<file path="src/hw/rtl/assert_macros.svh">
// Assertion helpers shared by the RTL files.
`ifndef ASSERT_MACROS_SVH
`define ASSERT_MACROS_SVH

`ifndef NO_ASSERTIONS
// Property checked at every clock edge outside reset.
`define ASSERT_PROP(label, clk, rst, prop) \
   label: assert property (@(posedge clk) disable iff (rst) prop) \
      else $error("assertion failed");
// Consequent must hold in the cycle after the antecedent.
`define ASSERT_NEXT(label, clk, rst, ante, cons) \
   label: assert property (@(posedge clk) disable iff (rst) (ante) |=> (cons)) \
      else $error("assertion failed");
`else
`define ASSERT_PROP(label, clk, rst, prop)
`define ASSERT_NEXT(label, clk, rst, ante, cons)
`endif

`endif

</file>
<file path="src/hw/rtl/abe_pkg.sv">
package abe_pkg;

   // Field widths
   localparam int POS_W      = 12;
   localparam int KIND_W     = 3;
   localparam int BYTE_IDX_W = POS_W - 3;
   localparam int CNT_W      = BYTE_IDX_W + 1;

   localparam logic [7:0] BYTE_ONES = 8'hff;

   // Request codes
   localparam logic [KIND_W-1:0] KIND_TEST      = 3'd0;
   localparam logic [KIND_W-1:0] KIND_SET_BIT   = 3'd1;
   localparam logic [KIND_W-1:0] KIND_CLR_BIT   = 3'd2;
   localparam logic [KIND_W-1:0] KIND_SET_RANGE = 3'd3;
   localparam logic [KIND_W-1:0] KIND_CLR_RANGE = 3'd4;
   localparam logic [KIND_W-1:0] KIND_SCAN      = 3'd5;

   // Microprogram step addresses
   typedef logic [2:0] step_type;
   localparam step_type ST_CLEAR = 3'd0;
   localparam step_type ST_IDLE  = 3'd1;
   localparam step_type ST_CHECK = 3'd2;
   localparam step_type ST_ISSUE = 3'd3;
   localparam step_type ST_LOOP  = 3'd4;
   localparam step_type ST_DONE  = 3'd5;

   // Branch conditions
   typedef enum logic [2:0] {
      COND_ALWAYS   = 3'd0,
      COND_NO_REQ   = 3'd1,
      COND_BAD      = 3'd2,
      COND_MORE     = 3'd3,
      COND_RSP_BUSY = 3'd4,
      COND_CLR_LAST = 3'd5
   } cond_type;

   // One control word per microprogram step
   typedef struct packed {
      cond_type cond;
      step_type tgt_true;
      step_type tgt_false;
      logic     act_accept;
      logic     act_check;
      logic     act_issue;
      logic     act_run;
      logic     act_finish;
      logic     act_clear;
   } ctl_type;

   // Datapath flags seen by the sequencer
   typedef struct packed {
      logic no_req;
      logic bad;
      logic more;
      logic rsp_busy;
      logic clr_last;
   } status_type;

   // Control store
   function automatic ctl_type ucode_rom(step_type step);
      ctl_type w;
      w = '0;
      case (step)
         ST_CLEAR: begin
            w.cond = COND_CLR_LAST; w.tgt_true = ST_IDLE;  w.tgt_false = ST_CLEAR;
            w.act_clear = 1'b1;
         end
         ST_IDLE: begin
            w.cond = COND_NO_REQ;   w.tgt_true = ST_IDLE;  w.tgt_false = ST_CHECK;
            w.act_accept = 1'b1;
         end
         ST_CHECK: begin
            w.cond = COND_BAD;      w.tgt_true = ST_DONE;  w.tgt_false = ST_ISSUE;
            w.act_check = 1'b1;
         end
         ST_ISSUE: begin
            w.cond = COND_ALWAYS;   w.tgt_true = ST_LOOP;  w.tgt_false = ST_LOOP;
            w.act_issue = 1'b1;
         end
         ST_LOOP: begin
            w.cond = COND_MORE;     w.tgt_true = ST_LOOP;  w.tgt_false = ST_DONE;
            w.act_run = 1'b1;
         end
         ST_DONE: begin
            w.cond = COND_RSP_BUSY; w.tgt_true = ST_DONE;  w.tgt_false = ST_IDLE;
            w.act_finish = 1'b1;
         end
         default: begin
            w.cond = COND_ALWAYS;   w.tgt_true = ST_IDLE;  w.tgt_false = ST_IDLE;
         end
      endcase
      return w;
   endfunction

   // Index of the lowest set bit in a byte
   function automatic logic [2:0] first_one(logic [7:0] v);
      logic [2:0] idx;
      idx = '0;
      for (int i = 7; i >= 0; i--) begin
         if (v[i]) begin
            idx = 3'(i);
         end
      end
      return idx;
   endfunction

endpackage

</file>
<file path="src/hw/rtl/abe_ifs.sv">
// Request channel
interface abe_req_if;
   logic                        valid;
   logic                        ready;
   logic [abe_pkg::KIND_W-1:0]  req_type;
   logic [abe_pkg::POS_W-1:0]   start_pos;
   logic [abe_pkg::POS_W-1:0]   end_pos;
   logic                        bit_value;

   modport source (output valid, req_type, start_pos, end_pos, bit_value, input ready);
   modport sink   (input valid, req_type, start_pos, end_pos, bit_value, output ready);
endinterface

// Response channel
interface abe_rsp_if;
   logic                        valid;
   logic                        ready;
   logic                        tested_bit;
   logic                        found;
   logic [abe_pkg::POS_W-1:0]   found_pos;
   logic                        error;

   modport source (output valid, tested_bit, found, found_pos, error, input ready);
   modport sink   (input valid, tested_bit, found, found_pos, error, output ready);
endinterface

</file>
<file path="src/hw/rtl/abe_ram.sv">
// Simple dual-port RAM, one write and one registered read per cycle.
module abe_ram #(
   parameter int WIDTH = 8,
   parameter int DEPTH = 512,
   localparam int AW = $clog2(DEPTH > 1 ? DEPTH : 2)
) (
   input  logic             clock,
   input  logic             wr_en,
   input  logic [AW-1:0]    wr_addr,
   input  logic [WIDTH-1:0] wr_data,
   input  logic             rd_en,
   input  logic [AW-1:0]    rd_addr,
   output logic [WIDTH-1:0] rd_data
);

   logic [WIDTH-1:0] mem_ff [DEPTH];
   logic [WIDTH-1:0] rd_data_ff;

   always_ff @(posedge clock) begin
      if (wr_en) begin
         mem_ff[wr_addr] <= wr_data;
      end
      if (rd_en) begin
         rd_data_ff <= mem_ff[rd_addr];
      end
   end

   assign rd_data = rd_data_ff;

endmodule

</file>
<file path="src/hw/rtl/abe_seq.sv">
`include "assert_macros.svh"

// Micro-PC and control store.
module abe_seq (
   input  logic                clock,
   input  logic                reset,
   input  abe_pkg::status_type stat,
   output abe_pkg::ctl_type    ctl
);
   import abe_pkg::*;

   step_type upc_ff, upc_in;
   logic     cond_true;

   assign ctl = ucode_rom(upc_ff);

   // Branch condition select
   always_comb begin
      case (ctl.cond)
         COND_ALWAYS:   cond_true = 1'b1;
         COND_NO_REQ:   cond_true = stat.no_req;
         COND_BAD:      cond_true = stat.bad;
         COND_MORE:     cond_true = stat.more;
         COND_RSP_BUSY: cond_true = stat.rsp_busy;
         COND_CLR_LAST: cond_true = stat.clr_last;
         default:       cond_true = 1'b1;
      endcase
      upc_in = cond_true ? ctl.tgt_true : ctl.tgt_false;
   end

   // Reset starts with the map clearing pass
   always_ff @(posedge clock) begin
      if (reset) begin
         upc_ff <= ST_CLEAR;
      end else begin
         upc_ff <= upc_in;
      end
   end

   // Once the response is loaded the sequencer is back waiting for work
   `ASSERT_NEXT(a_finish_to_idle, clock, reset, ctl.act_finish && !stat.rsp_busy,
                upc_ff == ST_IDLE)

endmodule

</file>
<file path="src/hw/rtl/abe_dp.sv">
`include "assert_macros.svh"

// Request registers, byte walker, mask logic and response register.
module abe_dp #(
   parameter int MAP_BITS = 4096,
   parameter int DEPTH = 512,
   localparam int AW = $clog2(DEPTH > 1 ? DEPTH : 2)
) (
   input  logic                clock,
   input  logic                reset,
   abe_req_if.sink             req_ch,
   abe_rsp_if.source           rsp_ch,
   input  abe_pkg::ctl_type    ctl,
   output abe_pkg::status_type stat,
   output logic                ram_wr_en,
   output logic [AW-1:0]       ram_wr_addr,
   output logic [7:0]          ram_wr_data,
   output logic                ram_rd_en,
   output logic [AW-1:0]       ram_rd_addr,
   input  logic [7:0]          ram_rd_data
);
   import abe_pkg::*;

   // Request registers
   logic [KIND_W-1:0]     kind_ff;
   logic [POS_W-1:0]      start_ff;
   logic [POS_W-1:0]      end_ff;
   logic                  want_ff;

   // Walker
   logic [CNT_W-1:0]      rd_addr_ff;
   logic                  pend_ff;
   logic [BYTE_IDX_W-1:0] pend_addr_ff;
   logic [AW-1:0]         clr_addr_ff;

   // Result under construction
   logic                  res_tested_ff;
   logic                  res_found_ff;
   logic [POS_W-1:0]      res_pos_ff;
   logic                  res_err_ff;

   // Response register
   logic                  rsp_valid_ff;
   logic                  rsp_tested_ff;
   logic                  rsp_found_ff;
   logic [POS_W-1:0]      rsp_pos_ff;
   logic                  rsp_err_ff;

   logic                  req_fire;
   logic                  bad;
   logic [BYTE_IDX_W-1:0] last_byte;
   logic [7:0]            lo_mask, hi_mask, mask;
   logic [7:0]            hit_bits;
   logic                  is_write_op, is_set_op;
   logic                  scan_hit;
   logic                  more;
   logic                  rsp_busy;
   logic                  rsp_load;

   assign req_ch.ready = ctl.act_accept;
   assign req_fire     = req_ch.valid && ctl.act_accept;

   // Request checks; single-bit requests carry start as their end
   assign bad = (kind_ff > KIND_SCAN) || (end_ff < start_ff)
                || (32'(end_ff) >= 32'(MAP_BITS));
   assign last_byte = end_ff[POS_W-1:3];

   // Bits of the byte in flight that fall inside [start, end]
   always_comb begin
      lo_mask = (pend_addr_ff == start_ff[POS_W-1:3]) ? (BYTE_ONES << start_ff[2:0])
                                                      : BYTE_ONES;
      hi_mask = (pend_addr_ff == last_byte) ? (BYTE_ONES >> (3'd7 - end_ff[2:0]))
                                            : BYTE_ONES;
      mask    = lo_mask & hi_mask;
   end

   assign hit_bits    = (want_ff ? ram_rd_data : ~ram_rd_data) & mask;
   assign scan_hit    = ctl.act_run && pend_ff && (kind_ff == KIND_SCAN) && (|hit_bits);
   assign is_set_op   = (kind_ff == KIND_SET_BIT) || (kind_ff == KIND_SET_RANGE);
   assign is_write_op = is_set_op || (kind_ff == KIND_CLR_BIT)
                        || (kind_ff == KIND_CLR_RANGE);
   assign more        = (rd_addr_ff <= {1'b0, last_byte}) && !scan_hit;

   // Memory access: clearing pass, or reads of the span with write-back of the byte in flight
   assign ram_rd_en   = ctl.act_issue || (ctl.act_run && more);
   assign ram_rd_addr = rd_addr_ff[AW-1:0];
   assign ram_wr_en   = ctl.act_clear || (ctl.act_run && pend_ff && is_write_op);
   assign ram_wr_addr = ctl.act_clear ? clr_addr_ff : pend_addr_ff[AW-1:0];
   assign ram_wr_data = ctl.act_clear ? 8'h00
                      : (is_set_op ? (ram_rd_data | mask) : (ram_rd_data & ~mask));

   assign rsp_busy = rsp_valid_ff && !rsp_ch.ready;
   assign rsp_load = ctl.act_finish && !rsp_busy;

   always_comb begin
      stat          = '0;
      stat.no_req   = !req_ch.valid;
      stat.bad      = bad;
      stat.more     = more;
      stat.rsp_busy = rsp_busy;
      stat.clr_last = (clr_addr_ff == AW'(DEPTH - 1));
   end

   // Control registers
   always_ff @(posedge clock) begin
      if (reset) begin
         pend_ff      <= 1'b0;
         clr_addr_ff  <= '0;
         rsp_valid_ff <= 1'b0;
      end else begin
         if (ctl.act_clear) begin
            clr_addr_ff <= clr_addr_ff + 1'b1;
         end
         if (ctl.act_issue) begin
            pend_ff <= 1'b1;
         end else if (ctl.act_run) begin
            pend_ff <= more;
         end
         if (rsp_load) begin
            rsp_valid_ff <= 1'b1;
         end else if (rsp_ch.ready) begin
            rsp_valid_ff <= 1'b0;
         end
      end
   end

   // Payload registers
   always_ff @(posedge clock) begin
      if (req_fire) begin
         kind_ff       <= req_ch.req_type;
         start_ff      <= req_ch.start_pos;
         end_ff        <= (req_ch.req_type <= KIND_CLR_BIT) ? req_ch.start_pos
                                                           : req_ch.end_pos;
         want_ff       <= req_ch.bit_value;
         rd_addr_ff    <= {1'b0, req_ch.start_pos[POS_W-1:3]};
         res_tested_ff <= 1'b0;
         res_found_ff  <= 1'b0;
         res_pos_ff    <= '0;
         res_err_ff    <= 1'b0;
      end
      if (ctl.act_check) begin
         res_err_ff <= bad;
      end
      if (ctl.act_issue || (ctl.act_run && more)) begin
         pend_addr_ff <= rd_addr_ff[BYTE_IDX_W-1:0];
         rd_addr_ff   <= rd_addr_ff + 1'b1;
      end
      if (ctl.act_run && pend_ff && (kind_ff == KIND_TEST)) begin
         res_tested_ff <= |(ram_rd_data & mask);
      end
      if (scan_hit) begin
         res_found_ff <= 1'b1;
         res_pos_ff   <= {pend_addr_ff, first_one(hit_bits)};
      end
      if (rsp_load) begin
         rsp_tested_ff <= res_tested_ff;
         rsp_found_ff  <= res_found_ff;
         rsp_pos_ff    <= res_pos_ff;
         rsp_err_ff    <= res_err_ff;
      end
   end

   assign rsp_ch.valid      = rsp_valid_ff;
   assign rsp_ch.tested_bit = rsp_tested_ff;
   assign rsp_ch.found      = rsp_found_ff;
   assign rsp_ch.found_pos  = rsp_pos_ff;
   assign rsp_ch.error      = rsp_err_ff;

   // Tests and scans never touch the map
   `ASSERT_PROP(a_no_write_on_read_ops, clock, reset,
                (ctl.act_run && (kind_ff == KIND_TEST || kind_ff == KIND_SCAN))
                |-> !ram_wr_en)
   // The byte in flight always lies inside the requested byte span
   `ASSERT_PROP(a_pend_in_span, clock, reset,
                (ctl.act_run && pend_ff)
                |-> (pend_addr_ff <= last_byte && pend_addr_ff >= start_ff[POS_W-1:3]))
   // A rejected request reports nothing else
   `ASSERT_PROP(a_err_alone, clock, reset,
                (rsp_valid_ff && rsp_err_ff) |-> !(rsp_found_ff || rsp_tested_ff))

endmodule

</file>
<file path="src/hw/rtl/allocation_bitmap_engine.sv">
// Allocation bit map of MAP_BITS bits held one byte per word in an on-chip RAM,
// with test, set, clear, range set/clear and find-first scan requests. A small
// microprogram steps a byte walker over the RAM: after accept and check of a
// valid request it walks the bytes from start_pos/8 to end_pos/8 (a scan stops
// at the byte holding the first match), reading each byte and, for set and
// clear requests, writing it back modified through the RAM's separate read and
// write ports. One request is worked at a time; the next is accepted while the
// previous response waits in the output register. After reset the RAM is
// cleared one byte per cycle, all min((MAP_BITS+7)/8, 512) bytes (512 by
// default), during which no request is accepted. Rejected requests (unused
// codes, position beyond the map, end before start) leave the map as it is and
// return error with all other fields zero.
module allocation_bitmap_engine #(
   parameter int MAP_BITS = 4096
) (
   input  logic      clock,
   input  logic      reset,
   abe_req_if.sink   req_ch,
   abe_rsp_if.source rsp_ch
);
   import abe_pkg::*;

   localparam int MAP_BYTES = (MAP_BITS + 7) / 8;
   localparam int MAX_BYTES = 1 << BYTE_IDX_W;
   localparam int DEPTH     = (MAP_BYTES < MAX_BYTES) ? MAP_BYTES : MAX_BYTES;
   localparam int AW        = $clog2(DEPTH > 1 ? DEPTH : 2);

   ctl_type    ctl;
   status_type stat;

   logic          ram_wr_en;
   logic [AW-1:0] ram_wr_addr;
   logic [7:0]    ram_wr_data;
   logic          ram_rd_en;
   logic [AW-1:0] ram_rd_addr;
   logic [7:0]    ram_rd_data;

   // Sequencer
   abe_seq u_seq (
      .clock (clock),
      .reset (reset),
      .stat  (stat),
      .ctl   (ctl)
   );

   // Datapath
   abe_dp #(
      .MAP_BITS (MAP_BITS),
      .DEPTH    (DEPTH)
   ) u_dp (
      .clock       (clock),
      .reset       (reset),
      .req_ch      (req_ch),
      .rsp_ch      (rsp_ch),
      .ctl         (ctl),
      .stat        (stat),
      .ram_wr_en   (ram_wr_en),
      .ram_wr_addr (ram_wr_addr),
      .ram_wr_data (ram_wr_data),
      .ram_rd_en   (ram_rd_en),
      .ram_rd_addr (ram_rd_addr),
      .ram_rd_data (ram_rd_data)
   );

   // Map storage
   abe_ram #(
      .WIDTH (8),
      .DEPTH (DEPTH)
   ) u_map (
      .clock   (clock),
      .wr_en   (ram_wr_en),
      .wr_addr (ram_wr_addr),
      .wr_data (ram_wr_data),
      .rd_en   (ram_rd_en),
      .rd_addr (ram_rd_addr),
      .rd_data (ram_rd_data)
   );

endmodule
</file>
<file path="src/flat_wrapper.sv">
// flat-port wrapper written by rule: the top's interface ports become plain ports
module allocation_bitmap_engine_flat import abe_pkg::*;
#(
   parameter int MAP_BITS = 4096
)
  (clock, reset, req_ch_valid, req_ch_req_type, req_ch_start_pos, req_ch_end_pos, req_ch_bit_value, req_ch_ready, rsp_ch_valid, rsp_ch_tested_bit, rsp_ch_found, rsp_ch_found_pos, rsp_ch_error, rsp_ch_ready);
  abe_req_if req_ch_i ();
  abe_rsp_if rsp_ch_i ();
  input  logic clock;
  input  logic reset;
  input wire logic [$bits(req_ch_i.valid)-1:0] req_ch_valid;
  input wire logic [$bits(req_ch_i.req_type)-1:0] req_ch_req_type;
  input wire logic [$bits(req_ch_i.start_pos)-1:0] req_ch_start_pos;
  input wire logic [$bits(req_ch_i.end_pos)-1:0] req_ch_end_pos;
  input wire logic [$bits(req_ch_i.bit_value)-1:0] req_ch_bit_value;
  output wire logic [$bits(req_ch_i.ready)-1:0] req_ch_ready;
  output wire logic [$bits(rsp_ch_i.valid)-1:0] rsp_ch_valid;
  output wire logic [$bits(rsp_ch_i.tested_bit)-1:0] rsp_ch_tested_bit;
  output wire logic [$bits(rsp_ch_i.found)-1:0] rsp_ch_found;
  output wire logic [$bits(rsp_ch_i.found_pos)-1:0] rsp_ch_found_pos;
  output wire logic [$bits(rsp_ch_i.error)-1:0] rsp_ch_error;
  input wire logic [$bits(rsp_ch_i.ready)-1:0] rsp_ch_ready;
  assign req_ch_i.valid = req_ch_valid;
  assign req_ch_i.req_type = req_ch_req_type;
  assign req_ch_i.start_pos = req_ch_start_pos;
  assign req_ch_i.end_pos = req_ch_end_pos;
  assign req_ch_i.bit_value = req_ch_bit_value;
  assign req_ch_ready = req_ch_i.ready;
  assign rsp_ch_valid = rsp_ch_i.valid;
  assign rsp_ch_tested_bit = rsp_ch_i.tested_bit;
  assign rsp_ch_found = rsp_ch_i.found;
  assign rsp_ch_found_pos = rsp_ch_i.found_pos;
  assign rsp_ch_error = rsp_ch_i.error;
  assign rsp_ch_i.ready = rsp_ch_ready;
  allocation_bitmap_engine #(.MAP_BITS(MAP_BITS)) u_core (.clock(clock), .reset(reset), .req_ch(req_ch_i), .rsp_ch(rsp_ch_i));
endmodule
</file>
<file path="config.mk">
export PLATFORM = sky130hd
export DESIGN_NAME = allocation_bitmap_engine_flat
export DESIGN_NICKNAME = d
export VERILOG_FILES = /design/src/hw/rtl/abe_pkg.sv /design/src/hw/rtl/abe_ifs.sv /design/src/hw/rtl/abe_ram.sv /design/src/hw/rtl/abe_seq.sv /design/src/hw/rtl/abe_dp.sv /design/src/hw/rtl/allocation_bitmap_engine.sv /design/src/flat_wrapper.sv
export VERILOG_INCLUDE_DIRS = /design/src /design/src/hw/rtl
export SDC_FILE = /design/constraint.sdc
export NUM_CORES = 2
export LEC_CHECK = 0
export BUFFER_PORTS_ARGS = -buffer_cell sky130_fd_sc_hd__buf_2
export CAP_MARGIN = 20
export CORE_MARGIN = 2
export CORE_UTILIZATION = 42
export DETAILED_ROUTE_END_ITERATION = 12
export GPL_TIMING_DRIVEN = 1
export SYNTH_ARGS = -nofsm -noshare
export SYNTH_HDL_FRONTEND = slang
export SYNTH_SLANG_ARGS = --single-unit
</file>
<file path="constraint.sdc">
create_clock -name clock -period 32.4 [get_ports clock]
set_input_delay 3.24 -clock clock [delete_from_list [all_inputs] [get_ports clock]]
set_output_delay 3.24 -clock clock [all_outputs]
set_load 0.02 [all_outputs]
</file>
### Word-level counts from Yosys, hierarchy flattened

Memories as Yosys holds them, arrays and structs flattened. A register that Yosys moved wholly into a read port is not among the register bits.
Cells that the tools add are included.

| word-level totals | value |
|---|---|
| register bits | 91 |
| input bits | 32 |
| logic and storage cells | 120 |
| memories | 1 |
| memory bits (writable) | 4096 |
| output and inout bits | 17 |

| cells by class | value |
|---|---|
| multiplexer cells | 37 |
| $add $sub $neg | 3 |
| magnitude comparators | 4 |
| eq/ne operators | 18 |
| reduce and logical (&&, ||, !) cells | 30 |
| bitwise logic cells | 7 |
| shift operators | 2 |

Memory list:

| memory | depth | bits a word | read ports | clocked after memory_dff | wr ports | line | text |
|---|---|---|---|---|---|---|---|
| u_core.u_map.mem_ff | 512 | 8 | 1 | 1 | 1 | abe_ram.sv:16 | `logic [WIDTH-1:0] mem_ff [DEPTH];` |

Operator list:

| operator | number |
|---|---|
| case mux 9 bit (6 select lines) | 1 |
| two-way mux 8 bit | 5 |
| two-way mux 12 bit | 3 |
| AND 8 bit | 4 |
| two-way mux 3 bit | 9 |
| two-way mux 10 bit | 2 |
| equality test 3 x 2 -> 1 bit (second input constant) | 6 |
| equality test 3 bit (second input constant) | 6 |
| equality test 9 bit | 2 |
| NOT 8 bit | 2 |
| OR reduction 8 bit | 2 |
| two-way mux 1 bit | 15 |
| < comparator 12 bit | 1 |
| nonzero test 2 bit | 6 |
| adder 10 x 1 -> 10 bit (second input constant) | 1 |
| less-or-equal comparator 10 x 9 -> 1 bit | 1 |
| logical AND 1 bit | 10 |
| adder 9 x 1 -> 9 bit (second input constant) | 1 |
| equality test 3 x 1 -> 1 bit (second input constant) | 3 |
| equality test 9 bit (second input constant) | 1 |
| two-way mux 9 bit | 1 |
| OR 8 bit | 1 |
| << shifter 8 x 3 -> 8 bit (first input constant) | 1 |
| >> shifter 8 x 3 -> 8 bit (first input constant) | 1 |
| 7 further kinds | 16 |

### Longest topological paths before layout

| depth | value |
|---|---|
| word-level depth | 14 |
| gate-level depth with buffers | 18 |
| depth with buffers taken out | 11 |

### By module

From an unflattened synthesis, not the netlist that was laid out.

| second synthesis, totals | value |
|---|---|
| cells, all modules | 8497 |
| area total of the unflattened synthesis | 165359.8 um2 |

Modules (own cells, without submodules):

| module | area an instance (um2) | instances | cells each | seq. area each (um2) |
|---|---|---|---|---|
| abe_ram | 160007.2 | 1 | 8030 | 123238.2 |
| abe_dp | 5054.8 | 1 | 431 | 2522.4 |
| abe_seq | 297.8 | 1 | 36 | 60.1 |

### Least setup slack after synthesis

No wires, ideal clock.

| path | value |
|---|---|
| path type | reg-to-reg |
| from | register u_core.u_dp.pend_addr_ff[7] |
| to | memory u_core.u_map.mem_ff[0][6] (data pin) |
| clock period less this slack | 18.165 ns |
| arrival | 15.224 ns |
| cell stages (with the launch flop) | 8 |
| path slack | 14.235 ns |
| path buffers | 1 |
| required time | 29.459 ns |
| library setup time | 2.941 ns |
| path through | edfxtp_1 > buf_6 > xor2_1 > nor4_4 > nand4_1 > nor2_1 > o21ai_0 > a21oi_1 |

| on the way | value |
|---|---|
| word-level cells in the longest chain between the ends | 7 |
| elaborated cells between the ends (all ways) | 10 |
| those cells by class | 2 x eq/ne; 4 x mux; 4 x bitwise |

RTL lines:

| what | line | text |
|---|---|---|
| start, declared | abe_dp.sv:33 | `logic [BYTE_IDX_W-1:0] pend_addr_ff;` |
| start signal, assigned | abe_dp.sv:145 | `pend_addr_ff <= rd_addr_ff[BYTE_IDX_W-1:0];` |
| equality test 9 bit, on equally long branches | abe_dp.sv:70, abe_dp.sv:72 |  |
| two-way mux 8 bit, on equally long branches | abe_dp.sv:70, abe_dp.sv:72 |  |
| AND 8 bit * | abe_dp.sv:74 | `mask = lo_mask & hi_mask;` |
| NOT 8 bit | abe_dp.sv:90 | `: (is_set_op ? (ram_rd_data \| mask) : (ram_rd_data & ~mask));` |
| AND 8 bit | abe_dp.sv:90 |  |
| two-way mux 8 bit * | abe_dp.sv:90 |  |
| two-way mux 8 bit * | abe_dp.sv:89 | `assign ram_wr_data = ctl.act_clear ? 8'h00` |
| named net u_core.ram_wr_data[6] | allocation_bitmap_engine.sv:33 | `logic [7:0] ram_wr_data;` |
| end, declared | abe_ram.sv:16 |  |

Mark *: on every way through the listed nets, which the timed path passes. The rest lies on a longest branch.

### Worst setup path after layout

| path | value |
|---|---|
| from | register u_core.u_dp.rd_addr_ff[0] |
| to | register u_core.u_map.rd_data_ff[7] (netlist: u_core.u_map.rd_data[7]) (read register of u_core.u_map.mem_ff) (data pin) |

| on the way | value |
|---|---|
| word-level cells in the longest chain between the ends | 4 |

RTL lines:

| what | line | text |
|---|---|---|
| start, declared | abe_dp.sv:31 | `logic [CNT_W-1:0] rd_addr_ff;` |
| start signal, assigned | abe_dp.sv:135 | `rd_addr_ff <= {1'b0, req_ch.start_pos[POS_W-1:3]};` |
| start signal, assigned | abe_dp.sv:146 | `rd_addr_ff <= rd_addr_ff + 1'b1;` |
| less-or-equal comparator 10 x 9 -> 1 bit | abe_dp.sv:82 | `assign more = (rd_addr_ff <= {1'b0, last_byte}) && !scan_hit;` |
| logical AND 1 bit | abe_dp.sv:82 |  |
| logical AND 1 bit | abe_dp.sv:85 | `assign ram_rd_en = ctl.act_issue \|\| (ctl.act_run && more);` |
| logical OR 1 bit | abe_dp.sv:85 |  |
| end, declared | abe_ram.sv:17 | `logic [WIDTH-1:0] rd_data_ff;` |

Several ways; a longest one is shown, not always the timed one.
A chain may end at the register's enable or synchronous reset.

==> key figures <==
Worst setup path
  • CP Data Arrival Time: 8.05 ns
  • Required time of the critical path: 33.12 ns
  • Highest net fanout along the worst path: 102
  • Startpoint type of the worst setup path: flip-flop
  • Setup crit end kind: flip-flop
  • Startpoint-to-endpoint class of the critical path: reg2reg
  • Launch instance of the worst register-to-register path: u_core.u_dp.rd_addr_ff[0]
  • Start point of the critical path: u_core.u_dp.rd_addr_ff[0]

CTS
  • Total CTS buffers: 416
  • Clock edge transition at the registers on the reported setup and hold paths: 0.07 ns
  • Number of clock sinks: 4195
  • Htree depth: 5
  • Setup bufs post-CTS: 0
  • Number of cells upsized or downsized after cts: 0
  • Worst-case clock buffer depth: 4
  • Post-CTS Hold Fix Bufs: 0
  • Clock latency reported for the late side of the worst-skew pair: 1.01 ns
  • CTS tree: yes
  • Clock Root Buffer: clkbuf_16

Placement
  • DP Wirelength: 263 mm
  • Routability Congestion: 0.830
  • Port buffer count: 48

STA
  • Worst Tran Pin Value: 1.38 ns
  • Fmax: 136 MHz
  • Final period utilization: 0.226
  • Count of endpoints failing setup in the final report: 0
  • Fin. Hold Viols: 0
  • Setup skew after layout: 0.0754 ns
  • Number of max-slew violations in the final report: 0
  • Worst slew slack as a fraction of its limit: 0.0728
  • Setup_tns: 0 ns
  • Period minus WS final: 7.33 ns
  • Unrepaired setup endpoints after global routing: false

Detailed routing
  • Vias per cell: 6.11
  • First-pass iteration count of the detailed router: 6
  • Via count: 81991
  • Antenna-violating nets left: 0
  • DR WL/cell: 33.5 um
  • Detailed-route wire length: 449 mm
  • Remaining design rule violation count: 0
  • Initial detailed-routing violation count: 11573

Floorplan
  • Initial Util: 0.422
  • Die X: 627 um
  • Core Box Area: 386000 um^2
  • Number of top-level pins: 49
  • Floorplan die area: 393000 um^2
  • Die height: 627 um
  • Count of standard-cell rows: 228

Synthesis
  • Synth top area share: 0.770
  • Register area share after synthesis: 0.772
  • Post-synthesis share of cell area spent on full adders, half adders and majority gates: 0.00177
  • Complex-gate fraction of the synthesized area: 0.0317
  • Cell count after synthesis: 7692
  • Ys async rst share: 0
  • Synth area leaders: edfxtp_1, mux4_2, a22oi_1, nor2_1, clkbuf_1
  • Count leader, synth: edfxtp_1
  • Largest family of logic cells by synthesized area: multiplexers
  • Simple-gate area share of the yosys netlist: 0.0282
  • Number of enable flip-flop cells after synthesis: 4180
  • Number of nets produced by synthesis: 7747
  • Biggest area consumer among synthesized cells: edfxtp_1
  • Leading register cell type out of synthesis: edfxtp_1
  • Count of state elements after synthesis: 4195
  • XOR/XNOR share of the synthesized area: 0.00236
  • Share of synthesized area spent on multiplexers: 0.148
  • Leading cell types by count after synthesis: edfxtp_1, mux4_2, nor2_1
  • Cell area after synthesis: 163000 um^2
  • Unique cell type count in the Yosys netlist: 75
  • Warnings from Yosys: 0
  • Mapped Avg Cell Area: 21.2 um^2

Power and ir drop
  • Comb power frac: 0.005
  • Power dissipated by switching net loads: 2110 uW
  • Worst ir drop on vdd: 44.4 uV
  • Power density over cell area: 58.4 nW/um^2
  • Switching share of power: 0.198
  • Overall power consumption: 10700 uW
  • Internal cell power: 8570 uW
  • Leakage component of the power: 0.0536 uW
  • Sequential fraction of design power: 0.551
  • Power share of the clock group: 0.444

Global routing
  • All-layer global routing usage: 0.226
  • Initial antenna violation count: 27
  • Global-route wire length before repair: 631 mm
  • Maximum number of pins on one net before global-route repair: 247
  • Number of global-route vias before repair: 81349
  • Sum of overflow across all layers after global routing: 0

Worst hold path
  • Type of the tightest min-delay check: reg2reg
  • Hold path start: u_core.u_dp.res_pos_ff[7]

Cells and area
  • Utilization of the core after routing: 0.474
  • Nets: 7945
  • Relative area change from synthesis to final layout: 12.2%
  • Share of cells above drive strength 1: 0.238

Status
  • Outcome: finished, final reports clean

Job
  • # Max-Cap Violations: 0
registers in the layout (all words and copies together) (netlist names), 3 cells and up:
| register | cells |
|---|---|
| u_core.u_dp.rd_addr_ff | 10 |
| u_core.u_dp.end_ff | 12 |
| u_core.u_dp.res_pos_ff | 12 |
| u_core.u_dp.kind_ff | 3 |
| u_core.u_seq.upc_ff | 3 |
| u_core.u_dp.start_ff | 12 |
| u_core.u_dp.clr_addr_ff | 9 |
| u_core.u_map.mem_ff | 4096 |
| u_core.u_map.rd_data | 8 |
| u_core.u_dp.rsp_ch.found_pos | 12 |
| u_core.u_dp.pend_addr_ff | 9 |
worst paths after layout:
path                                                         to  slack [ns]  depth (start not counted)
worst max-delay path                    u_core.u_map.rd_data[7]       25.07                         13
worst min-delay path            u_core.u_dp.rsp_ch.found_pos[7]        0.42                          0
worst max register to register          u_core.u_map.rd_data[7]       25.07                         13
worst min register to register  u_core.u_dp.rsp_ch.found_pos[7]        0.42                          0
cells by family after synthesis:
family                   after synthesis
AO/OA/AOI/OAI                        743
XOR/XNOR                              44
adder cells (fa/ha/maj)               23
buffers and inverters                515
flip-flops                          4195
multiplexers                        1126
AND/OR/NAND/NOR                     1046
layout by cell type (no fill, tap or decap), drive strengths merged, types with 6 or more instances in the layout:
| cell type | instances |
|---|---|
| edfxtp | 4180 |
| mux4 | 1028 |
| nor2 | 605 |
| clkbuf | 504 |
| a22oi | 315 |
| buf | 257 |
| clkinv | 192 |
| nand2 | 155 |
| a21oi | 136 |
| nand3 | 83 |
| mux2i | 70 |
| o21ai | 61 |
| o22ai | 53 |
| inv | 53 |
| a221oi | 38 |
| bufinv | 37 |
| nor3 | 34 |
| xor2 | 31 |
| nor2b | 31 |
| mux2 | 28 |
| nor4 | 28 |
| a31oi | 27 |
| a22o | 27 |
| ha | 23 |
| a211oi | 22 |
| nand4 | 17 |
| and2 | 17 |
| nand2b | 17 |
| diode | 16 |
| nand3b | 15 |
| dfxtp | 15 |
| xnor2 | 13 |
| clkinvlp | 11 |
| or3 | 9 |
| a21o | 9 |
| or2 | 8 |
| and3 | 7 |
| a2111oi | 6 |
worst max-delay path, cell delays in order, from the launching register on:
cell      delay, ns
edfxtp_1       0.37
buf_12         0.62
buf_4          0.84
buf_4          0.75
buf_4          0.80
buf_4          0.84
mux4_2         0.59
a22oi_1        0.29
a21oi_1        0.13
nor4_1         0.92
buf_4          0.25
o21ai_1        0.06
nor3_1         0.30
a31oi_1        0.07
power by group through the flow:
stage | combinational (uW) | clock, uW | sequential [uW]
after global routing | 54.0 | 5000 | 5880
final | 53.6 | 4750 | 5880
after global placement | 52.7 | 0 | 6000
after floorplan | 16.7 | 0 | 6000
after CTS | 53.0 | 4800 | 5880
after detailed placement | 52.8 | 0 | 6000
layout make-up:
type,instances,area [um^2]
multi-input combinational,2982,35000
inverter,38,143
fill,31220,203000
clock buffer,504,10800
timing repair buffer,257,2200
tap,5175,6470
sequential,4195,126000
antenna,16,40.0
clock inverter,255,2420
layer usage:
metal | vias up | track usage | share of wire
met5 | - | 0 | 0.00015
met4 | 12 | 0.0783 | 0.036
met3 | 735 | 0.0420 | 0.090
met2 | 4265 | 0.357 | 0.48
met1 | 44330 | 0.317 | 0.40
li1 | 32649 | - | -
per-stage QoR:
step                      setup WS [ns]  hold WS, ns  instances  cell area, um^2
after floorplan                   14.24        0.400       7692           163000
after global placement            24.85        0.408      12622           169000
after detailed placement          24.93        0.405      12634           169000
after CTS                         24.91        0.418      13393           183000
after global routing              24.56        0.441      13407           183000
final                             25.07        0.418      13422           183000
Note: power is estimated with default switching activity, not from simulation.
